--- src/rtl/qau_pkg.sv ---
// Shared types and constants for the quaternion arithmetic unit.
// No dependencies.
package qau_pkg;

  localparam int FRAC_BITS = 16;

  localparam int SW   = 66;              // sum of four 64-bit products
  localparam int QW   = 34;              // quotient bits kept, upper bits checked for overflow
  localparam int WW   = SW + QW;         // divider remainder width
  localparam int NSTG = 6 + QW;          // pipeline stages, output register included

  typedef enum logic [1:0] {
    OP_ADD = 2'd0,
    OP_SUB = 2'd1,
    OP_MUL = 2'd2,
    OP_DIV = 2'd3
  } op_t;

  // One slot of the divider pipeline; non-divide results ride along in alt.
  typedef struct packed {
    op_t                  kind;
    logic [3:0][31:0]     alt;
    logic                 alt_ovf;
    logic [3:0][WW-1:0]   rem;
    logic [WW-1:0]        ds;
    logic [3:0][QW-1:0]   q;
    logic [3:0]           neg;
    logic                 dbz;
  } div_st_t;

endpackage

--- src/rtl/qau_div_step.sv ---
// One restoring-division step for four lanes, registered.
// Depends on qau_pkg.
module qau_div_step import qau_pkg::*; (
  input  logic    clk,
  input  logic    load,
  input  div_st_t d_in,
  output div_st_t st_r
);

  div_st_t st_nxt;

  always_comb begin
    st_nxt = d_in;
    for (int l = 0; l < 4; l++) begin
      if (d_in.rem[l] >= d_in.ds) begin
        st_nxt.rem[l] = d_in.rem[l] - d_in.ds;
        st_nxt.q[l]   = {d_in.q[l][QW-2:0], 1'b1};
      end else begin
        st_nxt.q[l]   = {d_in.q[l][QW-2:0], 1'b0};
      end
    end
    st_nxt.ds = d_in.ds >> 1;
  end

  always_ff @(posedge clk) begin
    if (load) begin
      st_r <= st_nxt;
    end
  end

endmodule

--- config.mk ---
export PLATFORM = sky130hd
export DESIGN_NAME = qau_div_step
export DESIGN_NICKNAME = d
export VERILOG_FILES = /design/src/rtl/qau_pkg.sv /design/src/rtl/qau_div_step.sv
export SDC_FILE = /design/constraint.sdc
export NUM_CORES = 2
export LEC_CHECK = 0
export ABC_AREA = 1
export BUFFER_PORTS_ARGS = -buffer_cell sky130_fd_sc_hd__buf_2
export CAP_MARGIN = 20
export CORE_AREA = 5 5 608 610
export DETAILED_ROUTE_END_ITERATION = 7
export DIE_AREA = 0 0 613 615
export GPL_TIMING_DRIVEN = 0
export HOLD_SLACK_MARGIN = 0.02
export PLACE_DENSITY_LB_ADDON = 0.25
export SLEW_MARGIN = 20
export SYNTH_ARGS = -nofsm -noshare
export SYNTH_HDL_FRONTEND = slang
export SYNTH_SLANG_ARGS = --single-unit
export TNS_END_PERCENT = 5
--- constraint.sdc ---
create_clock -name clk -period 3.33 [get_ports clk]
set_input_delay 0.8325 -clock clk [delete_from_list [all_inputs] [get_ports clk]]
set_output_delay 0.8325 -clock clk [all_outputs]
set_load 0.005 [all_outputs]
# Word-level counts from Yosys, hierarchy flattened
# Index checks and enable logic that the tools add are counted.
# classes
addsub,4
n_lt_le_gt_ge,4
muxes,8
# ops
operator,n
100-bit >= comparator,4
100-bit 2-to-1 mux,4
100-bit subtractor,4
1-bit 2-to-1 mux,4
# word_totals
regBits,771
output_inout_bits,772

# Logic depth before layout (Yosys ltp)
# depth
depth_word,2
depth_mapped,18
mapped_depth_nobuf,18

# Worst setup path after synthesis
# Ideal clock, no wire load.
# synth_path
path_kind,input to register
start,input d_in[441] (netlist bit)
end,"register st_r[462] (netlist bit), data pin"
setup_slack_ns,0.371
arrival_time_ns,2.703
stages,14
path_cell_list,inv_1 ha_1 fa_1 nor2_1 or2_1 nand3_1 nand3b_2 nand2_1 nand2_2 nand2_2 nand3_2 buf_6 buf_4 o21ai_1
# synth_lines
element,line_no,source
from (decl),qau_div_step.sv:6,"input div_st_t d_in,"
to (signal assigned),qau_div_step.sv:27,st_r <= st_nxt;
to (decl),qau_div_step.sv:7,output div_st_t st_r

==> results.yml <==
outcome:
  status: "complete, but fails checks"
  violations: "setup timing"
timing:
  clock.fmax_ghz: 0.288
  finalSetupViolCount: 59
  fin_setup_tns_ps: -2470
  rsz0062_at_grt: "yes"
  fin_crit_ps: 3470
  worstMarginPinSlew_ps: 836
  slew_viol_final: 0
  relSlewSlack: 0.443
  final-hold-violation-count: 0
  whs_ps: 99.2
  min_period_over_period: 1.04
  worst_slack_ps: -138
floorplanning:
  die-area_um2: 377000
  die_y_um: 615
  core.rowCount: 222
  pin_count: 1546
  coreArea_um2: 364000
  start_util: 0.193
  die_x_um: 613
routing:
  route.detailed.drc: 0
  vias_per_cell: 4.45
  num_vias: 79300
  antenna_left: 0
  drt_pass1_iterations: 6
  wl_um: 562000
  drt_iter0_markers: 7516
  wl_per_cell_um: 31.5
worst_setup_path:
  critPathArrivalTime_ps: 3970
  cp_max_fo: 10
  endpoint_kind: "flip-flop"
  criticalPathCategory: "in -> reg"
  worstPathRequired_ps: 3830
  critPathLaunchType: "input port"
cts:
  cts-htree-levels: 3
  cts_hold_buf: 0
  numClockSinks: 771
  cts_buffer_depth: 4
  cts_buffers: 104
  root_buffer: "clkbuf_16"
  cts_tree: "yes"
  clk_pin_slew_ps: 70
synth:
  yosysWarningCount: 0
  synth_top_area_frac: 0.330
  synth_nets: 12200
  async_flop_share: 0
  ys.flop_type: "edfxtp_1"
  avgSynthCellArea_um2: 6.35
  ys_seq_area_frac: 0.330
  yosysUniqueCellTypes: 43
  yosys.area.top_type: "edfxtp_1"
  synth.most_common_cell: "nand2_1"
  ys_seq_elements: 771
  synth_common_cells: "4433 x nand2_1, 2485 x inv_1, 883 x nor2_1, 771 x edfxtp_1, 466 x nand3_1"
  synthCells: 11000
  netlist_area_um2: 70200
  netlist_top_cells_area: "edfxtp_1 33%, nand2_1 24%, inv_1 13%, ha_1 7.1%, nor2_1 4.7%"
  synth_edf_count: 771
placement:
  place_congestion: 1.02
  io_buffers: 1540
  post-dp-hpwl_um: 486000
  dpl_cell_area_um2: 84700
  dp.cells: 17400
finish:
  stdcell_count: 17800
  largest_register: "st_r"
  drive_gt1_frac: 0.179
  largest_reg_flops: 771
  final_nets: 13900
  area_growth_pct: 29.3
  top_regs: "st_r x771"
  design_area_um2: 90700
global_routing:
  grt-ovfl-total: 0
  grt_pass1_vias: 73200
  antenna_found_initial: 244
  track_usage: 0.284
  grt_start_max_net_pins: 121
  grt_pass1_wl_um: 709000
power:
  ir_drop_mv: 0.397
  power_density_nw_per_um2: 434
  finalPower_mw: 39.4
  p_leak_nw: 48.5
min_path:
  hold_path_class: "in -> reg"
  min_from: "d_in[765]"
  min_path_cells: 1
  min_to: "st_r[765]"
run:
  cap_violations: 0
## layer usage
metal  up-vias  GRT usage  part of all wire
met5         -          0            0.0014
li1      37600          -                 -
met1     37100      0.321              0.37
met2      3602      0.464              0.46
met4       120      0.225             0.095
met3       965     0.0618             0.077
## how the worst max path moves through the flow
stage / startpoint / endpoint / depth (start not counted)
after floorplan: d_in[441] / st_r[462] / 14
after global placement: load / st_r[210] / 1
after detailed placement: d_in[155] / st_r[247] / 15
after CTS: d_in[155] / st_r[627] / 19
after global routing: d_in[154] / st_r[610] / 18
final: d_in[220] / st_r[327] / 14
## per-stage QoR
| stage | worst slack (ps) | util |
|---|---|---|
| after floorplan | 371 | - |
| after global placement | -12790 | 0.231 |
| after detailed placement | -2280 | 0.233 |
| after CTS | -79.7 | 0.247 |
| after global routing | -143 | 0.249 |
| final | -138 | 0.249 |
## area by class of cell
class	count	area, um^2
Clock buffer	114	2640
Tap cell	4816	6030
Buffer	116	985
Antenna cell	161	403
Timing Repair Buffer	1620	9090
Fill cell	41900	273000
Inverter	2525	9810
Multi-Input combinational cell	7632	37700
Sequential cell	771	23200
Clock inverter	72	915
## where the power goes
| part | leakage (nW) | switching, mW | internal (mW) | total (mW) |
|---|---|---|---|---|
| Clock | 1.73 | 5.03 | 7.13 | 12.2 |
| Combinational | 39.3 | 10.5 | 4.15 | 14.7 |
| Sequential | 7.53 | 0.471 | 12.1 | 12.6 |
## cell families after synthesis
group | after synthesis | share of synthesized area
AND/OR/NAND/NOR | 6342 | 0.370
AO/OA/AOI/OAI | 649 | 0.0503
flip-flops | 771 | 0.330
other | 1 | 0.0000534
buffers and inverters | 2642 | 0.148
adder cells (fa/ha/maj) | 404 | 0.0725
XOR/XNOR | 236 | 0.0295
## critical path, stage by stage
cell      delay, ps
buf_2           180
inv_4           180
ha_1            470
nand2_1         160
nor2_1          260
nand2_1         250
nor2_1          250
nand2_1         130
inv_1           130
nand3_4         150
buf_4           200
clkbuf_1        210
nand4_1         330
nand2_1         200
## timing repair
action                                  4_1_cts  5_1_grt
gates resized for setup                     295      137
pin swaps                                    12        9
buffers inserted                             40        8
endpoints found under the setup margin      404      323
## cell usage in the layout, fill, tap and decap left out, drive strengths merged, types with 18 or more instances in the layout
cell / n
nor4: 23
nor2: 937
o21ai: 293
bufinv: 18
edfxtp: 771
clkinvlp: 20
nand3b: 119
inv: 2513
diode: 161
nand3: 474
a21oi: 288
clkbuf: 160
buf: 1690
xor2: 232
clkinv: 46
nand2: 4453
nand4: 248
nor3: 76
ha: 400
o21bai: 52
Note: power is estimated with default switching activity, not from simulation.
